[config.mk]
export PLATFORM = sky130hd
export DESIGN_NAME = sha224_hash
export DESIGN_NICKNAME = d
export VERILOG_FILES = /design/src/design/sha224_pkg.sv /design/src/design/sha224_front.sv /design/src/design/sha224_core.sv /design/src/design/sha224_hash.sv
export SDC_FILE = /design/constraint.sdc
export NUM_CORES = 2
export LEC_CHECK = 0
export ABC_AREA = 1
export BUFFER_PORTS_ARGS = -buffer_cell sky130_fd_sc_hd__buf_2
export CAP_MARGIN = 5
export CORE_ASPECT_RATIO = 1.5
export CORE_MARGIN = 3
export CORE_UTILIZATION = 30
export CTS_CLUSTER_DIAMETER = 100
export CTS_CLUSTER_SIZE = 8
export DETAILED_ROUTE_END_ITERATION = 10
export SLEW_MARGIN = 10
export SYNTH_ARGS = -nofsm -noshare
export SYNTH_HDL_FRONTEND = slang
export SYNTH_SLANG_ARGS = --single-unit
[constraint.sdc]
create_clock -name clk -period 40.7 [get_ports clk]
set_clock_uncertainty 0.1 [all_clocks]
set_input_delay 12.21 -clock clk [delete_from_list [all_inputs] [get_ports clk]]
set_output_delay 12.21 -clock clk [all_outputs]
set_load 0.1 [all_outputs]
[src/design/sha224_pkg.sv]
// ----------------------------------------------------------------------------
// sha224_pkg
// Shared types, constants and round functions of the SHA-224 engine.
// ----------------------------------------------------------------------------
package sha224_pkg;

	localparam int QDEPTH = 4;
	localparam int QAW    = $clog2(QDEPTH);

	typedef struct packed {
		logic [7:0] data;
		logic       byte_valid;
		logic       last;
	} item_t;

	typedef logic [31:0] word_t;

	localparam logic [7:0] PAD_BYTE = 8'h80;

	localparam word_t IV [8] = '{
		32'hc1059ed8, 32'h367cd507, 32'h3070dd17, 32'hf70e5939,
		32'hffc00b31, 32'h68581511, 32'h64f98fa7, 32'hbefa4fa4
	};

	localparam word_t K [64] = '{
		32'h428a2f98, 32'h71374491, 32'hb5c0fbcf, 32'he9b5dba5,
		32'h3956c25b, 32'h59f111f1, 32'h923f82a4, 32'hab1c5ed5,
		32'hd807aa98, 32'h12835b01, 32'h243185be, 32'h550c7dc3,
		32'h72be5d74, 32'h80deb1fe, 32'h9bdc06a7, 32'hc19bf174,
		32'he49b69c1, 32'hefbe4786, 32'h0fc19dc6, 32'h240ca1cc,
		32'h2de92c6f, 32'h4a7484aa, 32'h5cb0a9dc, 32'h76f988da,
		32'h983e5152, 32'ha831c66d, 32'hb00327c8, 32'hbf597fc7,
		32'hc6e00bf3, 32'hd5a79147, 32'h06ca6351, 32'h14292967,
		32'h27b70a85, 32'h2e1b2138, 32'h4d2c6dfc, 32'h53380d13,
		32'h650a7354, 32'h766a0abb, 32'h81c2c92e, 32'h92722c85,
		32'ha2bfe8a1, 32'ha81a664b, 32'hc24b8b70, 32'hc76c51a3,
		32'hd192e819, 32'hd6990624, 32'hf40e3585, 32'h106aa070,
		32'h19a4c116, 32'h1e376c08, 32'h2748774c, 32'h34b0bcb5,
		32'h391c0cb3, 32'h4ed8aa4a, 32'h5b9cca4f, 32'h682e6ff3,
		32'h748f82ee, 32'h78a5636f, 32'h84c87814, 32'h8cc70208,
		32'h90befffa, 32'ha4506ceb, 32'hbef9a3f7, 32'hc67178f2
	};

	// back end states
	localparam logic [2:0] ST_LOAD = 3'd0;
	localparam logic [2:0] ST_PAD  = 3'd1;
	localparam logic [2:0] ST_RND  = 3'd2;
	localparam logic [2:0] ST_ADD  = 3'd3;
	localparam logic [2:0] ST_OUT  = 3'd4;

	function automatic word_t rotr(input word_t x, input int n);
		rotr = (x >> n) | (x << (32 - n));
	endfunction

	function automatic word_t bsig0(input word_t x);
		bsig0 = rotr(x, 2) ^ rotr(x, 13) ^ rotr(x, 22);
	endfunction

	function automatic word_t bsig1(input word_t x);
		bsig1 = rotr(x, 6) ^ rotr(x, 11) ^ rotr(x, 25);
	endfunction

	function automatic word_t ssig0(input word_t x);
		ssig0 = rotr(x, 7) ^ rotr(x, 18) ^ (x >> 3);
	endfunction

	function automatic word_t ssig1(input word_t x);
		ssig1 = rotr(x, 17) ^ rotr(x, 19) ^ (x >> 10);
	endfunction

endpackage

[src/design/sha224_front.sv]
// ----------------------------------------------------------------------------
// sha224_front
// Input side: accepts words, drops empty ones, queues the rest for the core.
// ----------------------------------------------------------------------------
module sha224_front import sha224_pkg::*; (
	input  logic       clk,
	input  logic       arst_n,
	input  logic       in_valid,
	output logic       in_stall,
	input  logic [7:0] data_byte,
	input  logic       byte_valid,
	input  logic       last,
	output logic       q_valid,
	output item_t      q_item,
	input  logic       q_pop
);

	item_t            mem_q [QDEPTH];
	logic [QAW-1:0]   wptr_q, rptr_q;
	logic [QAW:0]     cnt_q;
	logic             push;

	assign in_stall = (cnt_q == (QAW+1)'(QDEPTH));
	// words with neither a byte nor an end mark do nothing
	assign push     = in_valid && !in_stall && (byte_valid || last);
	assign q_valid  = (cnt_q != '0);
	assign q_item   = mem_q[rptr_q];

	always_ff @(posedge clk) begin
		if (push) begin
			mem_q[wptr_q] <= '{data: data_byte, byte_valid: byte_valid, last: last};
		end
	end

	always_ff @(posedge clk or negedge arst_n) begin
		if (!arst_n) begin
			wptr_q <= '0;
			rptr_q <= '0;
			cnt_q  <= '0;
		end else begin
			if (push) wptr_q <= wptr_q + 1'b1;
			if (q_pop) rptr_q <= rptr_q + 1'b1;
			unique case ({push, q_pop})
				2'b10:   cnt_q <= cnt_q + 1'b1;
				2'b01:   cnt_q <= cnt_q - 1'b1;
				default: cnt_q <= cnt_q;
			endcase
		end
	end

endmodule

[src/design/sha224_core.sv]
// ----------------------------------------------------------------------------
// sha224_core
// Back end: block packing, padding, 64-round compression, digest output.
// ----------------------------------------------------------------------------
module sha224_core import sha224_pkg::*; (
	input  logic        clk,
	input  logic        arst_n,
	input  logic        q_valid,
	input  item_t       q_item,
	output logic        q_pop,
	output logic        out_valid,
	input  logic        out_stall,
	output logic [31:0] digest_word,
	output logic [2:0]  word_index,
	output logic        last_word
);

	logic [2:0]  state_q;
	word_t       blk_q [16];
	word_t       cv_q  [8];
	word_t       v_q   [8];
	logic [5:0]  fill_q;
	logic [63:0] bitlen_q;
	logic [5:0]  rnd_q;
	logic [2:0]  idx_q;
	logic        pad_q, second_q, fin_q;

	word_t       pad_blk [16];
	word_t       t1, t2, wnew;
	logic        wrap;

	assign q_pop = (state_q == ST_LOAD) && q_valid;
	assign wrap  = (fill_q == 6'd63);

	// padded block built from the partial one
	always_comb begin
		for (int w = 0; w < 16; w++) begin
			for (int j = 0; j < 4; j++) begin
				if (second_q || (6'(w*4+j) > fill_q)) begin
					pad_blk[w][31-8*j -: 8] = 8'h00;
				end else if (6'(w*4+j) == fill_q) begin
					pad_blk[w][31-8*j -: 8] = PAD_BYTE;
				end else begin
					pad_blk[w][31-8*j -: 8] = blk_q[w][31-8*j -: 8];
				end
			end
		end
		if (second_q || fill_q <= 6'd55) begin
			pad_blk[14] = bitlen_q[63:32];
			pad_blk[15] = bitlen_q[31:0];
		end
	end

	assign t1   = v_q[7] + bsig1(v_q[4]) + ((v_q[4] & v_q[5]) ^ (~v_q[4] & v_q[6]))
		+ K[rnd_q] + blk_q[0];
	assign t2   = bsig0(v_q[0]) + ((v_q[0] & v_q[1]) ^ (v_q[0] & v_q[2]) ^ (v_q[1] & v_q[2]));
	assign wnew = ssig1(blk_q[14]) + blk_q[9] + ssig0(blk_q[1]) + blk_q[0];

	assign out_valid   = (state_q == ST_OUT);
	assign digest_word = cv_q[idx_q];
	assign word_index  = idx_q;
	assign last_word   = (idx_q == 3'd6);

	// data path
	always_ff @(posedge clk) begin
		unique case (state_q)
			ST_LOAD: begin
				if (q_pop && q_item.byte_valid) begin
					blk_q[fill_q[5:2]][31-8*fill_q[1:0] -: 8] <= q_item.data;
				end
				if (q_pop && q_item.byte_valid && wrap) v_q <= cv_q;
			end
			ST_PAD: begin
				blk_q <= pad_blk;
				v_q   <= cv_q;
			end
			ST_RND: begin
				// window of the message schedule slides one word a round
				for (int i = 0; i < 15; i++) blk_q[i] <= blk_q[i+1];
				blk_q[15] <= wnew;
				v_q[7] <= v_q[6];
				v_q[6] <= v_q[5];
				v_q[5] <= v_q[4];
				v_q[4] <= v_q[3] + t1;
				v_q[3] <= v_q[2];
				v_q[2] <= v_q[1];
				v_q[1] <= v_q[0];
				v_q[0] <= t1 + t2;
			end
			default: ;
		endcase
	end

	// control and chaining value
	always_ff @(posedge clk or negedge arst_n) begin
		if (!arst_n) begin
			state_q  <= ST_LOAD;
			cv_q     <= IV;
			fill_q   <= '0;
			bitlen_q <= '0;
			rnd_q    <= '0;
			idx_q    <= '0;
			pad_q    <= 1'b0;
			second_q <= 1'b0;
			fin_q    <= 1'b0;
		end else begin
			unique case (state_q)
				ST_LOAD: begin
					if (q_pop) begin
						second_q <= 1'b0;
						fin_q    <= 1'b0;
						if (q_item.byte_valid) begin
							fill_q   <= fill_q + 1'b1;
							bitlen_q <= bitlen_q + 64'd8;
						end
						if (q_item.byte_valid && wrap) begin
							pad_q   <= q_item.last;
							rnd_q   <= '0;
							state_q <= ST_RND;
						end else if (q_item.last) begin
							state_q <= ST_PAD;
						end
					end
				end
				ST_PAD: begin
					rnd_q   <= '0;
					state_q <= ST_RND;
					if (!second_q && fill_q > 6'd55) begin
						// length does not fit: one more block follows
						pad_q    <= 1'b1;
						second_q <= 1'b1;
						fin_q    <= 1'b0;
					end else begin
						pad_q <= 1'b0;
						fin_q <= 1'b1;
					end
				end
				ST_RND: begin
					rnd_q <= rnd_q + 1'b1;
					if (rnd_q == 6'd63) state_q <= ST_ADD;
				end
				ST_ADD: begin
					for (int i = 0; i < 8; i++) cv_q[i] <= cv_q[i] + v_q[i];
					priority if (fin_q) begin
						idx_q   <= '0;
						state_q <= ST_OUT;
					end else if (pad_q) begin
						state_q <= ST_PAD;
					end else begin
						state_q <= ST_LOAD;
					end
				end
				ST_OUT: begin
					if (!out_stall) begin
						idx_q <= idx_q + 1'b1;
						if (idx_q == 3'd6) begin
							cv_q     <= IV;
							fill_q   <= '0;
							bitlen_q <= '0;
							second_q <= 1'b0;
							fin_q    <= 1'b0;
							pad_q    <= 1'b0;
							state_q  <= ST_LOAD;
						end
					end
				end
				default: state_q <= ST_LOAD;
			endcase
		end
	end

endmodule

[src/design/sha224_hash.sv]
// ----------------------------------------------------------------------------
// sha224_hash
// SHA-224 engine, one message byte per input word, digest as seven words.
// ----------------------------------------------------------------------------
// Input channel (in_valid / in_stall): data_byte with byte_valid, and last
// to end a message. A word with last and no byte ends the message with the
// bytes already given, so an empty message is a single such word.
// Output channel (out_valid / out_stall): seven digest words, word_index 0
// (most significant) to 6, last_word set on the seventh.
// A four-entry queue sits between the input side and the core, so input is
// taken while the core compresses or the digest waits.
// Throughput: one byte per cycle into the block while the queue holds
// data, then per full block 64 rounds, one per cycle, and an add step.
// After the word with last is accepted, padding, the rounds and the add
// step run, once more for a second block when the length spills into it,
// before the first digest word appears.
// A stalled output holds its word; the core waits, the queue fills, then
// in_stall rises. Reset clears the queue, length and fill count and loads
// the initial hash values; no clearing pass is needed.
// ----------------------------------------------------------------------------
module sha224_hash import sha224_pkg::*; (
	input  logic        clk,
	input  logic        arst_n,
	input  logic        in_valid,
	output logic        in_stall,
	input  logic [7:0]  data_byte,
	input  logic        byte_valid,
	input  logic        last,
	output logic        out_valid,
	input  logic        out_stall,
	output logic [31:0] digest_word,
	output logic [2:0]  word_index,
	output logic        last_word
);

	logic  q_valid, q_pop;
	item_t q_item;

	sha224_front u_front (
		.clk(clk), .arst_n(arst_n),
		.in_valid(in_valid), .in_stall(in_stall),
		.data_byte(data_byte), .byte_valid(byte_valid), .last(last),
		.q_valid(q_valid), .q_item(q_item), .q_pop(q_pop)
	);

	sha224_core u_core (
		.clk(clk), .arst_n(arst_n),
		.q_valid(q_valid), .q_item(q_item), .q_pop(q_pop),
		.out_valid(out_valid), .out_stall(out_stall),
		.digest_word(digest_word), .word_index(word_index), .last_word(last_word)
	);

endmodule
==> impl.org <==
** Outcome
- The flow ran to the end, and the final reports show no timing, DRC or antenna violations.

** Synth
- Cell variety after synth :: 62
- Number of enable flip-flop cells after synthesis :: 808
- Top flip-flop cell by instance count after synthesis :: edfxtp_1
- Synthesis handed over a netlist of 10.40k instances.
- Xor/xnor cell area share of the yosys netlist :: 4.405%
- A synthesized cell averages 7.991 µm².
- Synthesized cell area :: 83100 µm²
- Compound-cell area share of the yosys netlist :: 18.73%
- Synthesis produced a netlist with a net count of 11.01k.
- Adder-Cell Fraction of Synth Area :: 11.04%
- Synth area leaders :: edfxtp_1, nand2_1, o21ai_0, dfrtp_1, ha_1
- Share of synthesized flip-flops with an asynchronous set or reset :: 29.92%
- For this run, the number of Yosys warnings is 0.
- For this run, the register share of the synthesized area comes to 39.78%.
- Library cell with the largest summed area after synthesis :: edfxtp_1
- The share of synthesized area in the top cell type comes to 29.20%.
- After Yosys synthesis, and, or, nand and nor cells account for 18.10% of the synthesized area.
- Flop and latch count out of synthesis :: 1153
- Main combinational cell family by area after synthesis :: compound AO/OA/AOI/OAI gates
- Mux share of post-synthesis cell area :: 0.1927%

** Die
- Core area :: 275500 µm²
- The die covers 283500 µm².
- Floorplan die height :: 650.6 µm
- Chip Width :: 435.7 µm
- Number of core rows :: 236
- Ports placed on the boundary :: 52
- For this configuration, the core starts out at a cell density of 30.17%.

** Setup path
- Of all nets on the critical path, the largest fanout is 81.
- For this design, the slowest cell found on the critical path is a221oi_1.
- Slowest Stage Delay on Critical Path :: 0.85 ns
- The signal on the critical path passes through inv_4, buf_4, o21ai_0, a221oi_1, a31oi_1, buf_2.
- Counting both buffers and inverters, the worst setup path holds a total of 3.
- Critical path class :: reg -> out
- Setup crit end kind :: output pin
- Data required time of the critical path :: 28.39 ns
- Crit. Startpoint :: u_core.word_index[0]
- Kind of launch point of the worst setup path :: register
- The startpoint identified for the worst register-to-register timing path is u_core.rnd_q[1].
- STA puts the critical path data arrival time at 4.60 ns.
- The cell family contributing the most delay on the critical path is buffers and inverters.

** CTS
- After clock tree synthesis, the clock-pin slew on the worst setup and hold paths is 0.05 ns.
- CTS sink count :: 1153
- Worst-case clock buffer depth :: 4
- H-tree levels :: 4
- Insertion delay of the later-clocked pin in the worst-skew pair :: 0.91 ns
- The number of hold buffers added after CTS was 0.
- Post-CTS setup buffer count :: 0
- Resized cells post-CTS :: 0
- Clock tree synthesis selected as its root buffer the cell clkbuf_16.
- TritonCTS built the clock tree.
- Inserted Clock Buffers :: 170

** Timing
- Pins Over Slew Limit :: 0
- Maximum achievable frequency :: 59.13 MHz
- Measured against its own limit, the worst slew margin works out to 5.371%.
- Hold slack final :: 0.3499 ns
- RSZ-0062 raised after global routing :: false
- After layout, the worst path uses 41.55% of the clock period.
- Final hold violation count :: 0
- At the pin with the least slew margin, the transition time is 1.419 ns.
- Final Setup Violations :: 0
- Accumulated negative setup slack :: 0 ns
- The worst path needs 16.91 ns of the cycle, external delays included.

** Global routing
- The first global-routing pass estimated 534200 µm of wire.
- Global-route usage over all layers :: 25.67%
- Maximum number of pins on one net before global-route repair :: 199
- Global-route congestion overflow total :: 0
- Antenna violations before repair :: 10
- Vias in the first global route :: 74.50k

** Drt
- Via-per-instance ratio :: 5.474
- Total Routed Length :: 376300 µm
- The first detailed-routing pass took 9 iterations.
- For this run, design rule violations remaining after detail routing come to 0.
- Once detail routing completed, the nets flagged for antenna violations numbered 0.
- WL/cell :: 26.65 µm
- The detailed router placed 77.30k vias in this run.
- The detailed router finished its first iteration with 7952 violations.

** Cells and area
- Utilization after layout :: 33.43%
- Ratio of cells with drive above 1 in the final layout :: 5.055%
- Fin area :: 92100 µm²
- The final layout contains 10.92k nets.
- Relative area change from synthesis to final layout :: 10.82%
- Commonest non-fill, non-tap cell in the layout :: nand2_1
- In the layout the commonest cells are nand2_1, o21ai_0, inv_1.
- Fill cells in the final layout number 29.27k.

** Placement
- The congestion estimate from routability-driven global placement came to 1.057.
- Instance area at placement :: 87210 µm²
- Port buffering added 51 buffers.
- Detailed placement finished with a half-perimeter wire length of 290200 µm.

** Hold path
- In this run the most critical hold path is launched from u_core.blk_q[186].
- Hold crit path type :: reg -> reg

** Job
- Across the run, the number of max-cap violations was 0.
[through the flow]
step	instances	setup slack [ns]
final	14121	23.79
after CTS	14114	23.75
after global routing	14116	23.67
after detailed placement	13824	24.60
after floorplan	10400	24.74
after global placement	13824	24.63
[per-layer routing]
layer  wire (µm)  track usage [%]
met5          30                0
met4       40410            22.24
met3       26020            3.688
met2      176100            42.86
met1      133700            28.68
[tightest hold or removal path, delay by kind of cell, from the launching register on]
family / cells / cell delay [ns]
flops: 1 / 0.31
compound gates: 1 / 0.05
simple gates: 1 / 0.05
[final timing paths]
check	endpoint	depth (start not counted)	slack, ns
max	digest_word[29]	6	23.79
min	u_core.blk_q[218]	2	0.35
max reg2reg	u_core.v_q[250]	34	29.31
min reg2reg	u_core.blk_q[218]	2	0.35
max in group asynchronous	u_core.rnd_q[2]	4	26.49
min in group asynchronous	u_core.cv_q[222]	1	11.21
[registers in the layout (all words and copies together), names as in the netlist, 3 cells and up]
name and count:
u_core.bitlen_q 61, u_core.state_q 3, u_front.mem_q 40, u_core.fill_q 6, u_front.cnt_q 3, u_core.blk_q 512, u_core.v_q 256, u_core.word_index 3
u_core.rnd_q 6, u_core.cv_q 256
[area by class of cell]
type | instances | area (µm²) | share of cell area (%)
Antenna cell | 7 | 17.52 | 0.01902
Clock buffer | 284 | 4756 | 5.164
Clock inverter | 6 | 106.4 | 0.1155
Inverter | 1291 | 4863 | 5.281
Multi-Input combinational cell | 7544 | 43650 | 47.40
Sequential cell | 1153 | 33070 | 35.90
Tap cell | 3689 | 4616 | 5.012
Timing Repair Buffer | 147 | 1023 | 1.111
[cell families after synthesis]
group / Yosys count
AOI/OAI and AO/OA: 2781
adders and majority gates: 620
xor gates and xnor gates: 418
and+or+nand+nor: 3709
DFF: 1153
buffers and inverters: 1703
muxes: 16
[synthesized netlist by cell type, types with 6 or more instances]
cell type,n
nand2_1,2293
o21ai_0,1309
inv_1,1270
edfxtp_1,808
nor2_1,780
a21oi_1,767
ha_1,404
clkbuf_1,351
nand3_1,341
xor2_1,250
dfrtp_1,215
fa_1,196
xnor2_1,168
o22ai_1,137
dfstp_2,130
nor3_1,106
a31oi_1,99
nand4_1,95
a21o_1,80
o211ai_1,63
o221ai_1,60
o21bai_1,54
nor4_1,33
o31ai_1,31
buf_2,30
a221oi_1,29
a21boi_0,28
buf_1,28
o21a_1,22
maj3_1,20
a211oi_1,18
nand3b_1,18
inv_2,16
mux2i_1,16
a22oi_1,15
o21ai_1,15
or2_2,15
a32o_1,12
o2111ai_1,7
o221a_2,7
a32oi_1,6
nor3b_1,6
Power is left out: the tool's default activity adds up to more than one toggle a clock period on the data nets, which glitch-free logic cannot reach.
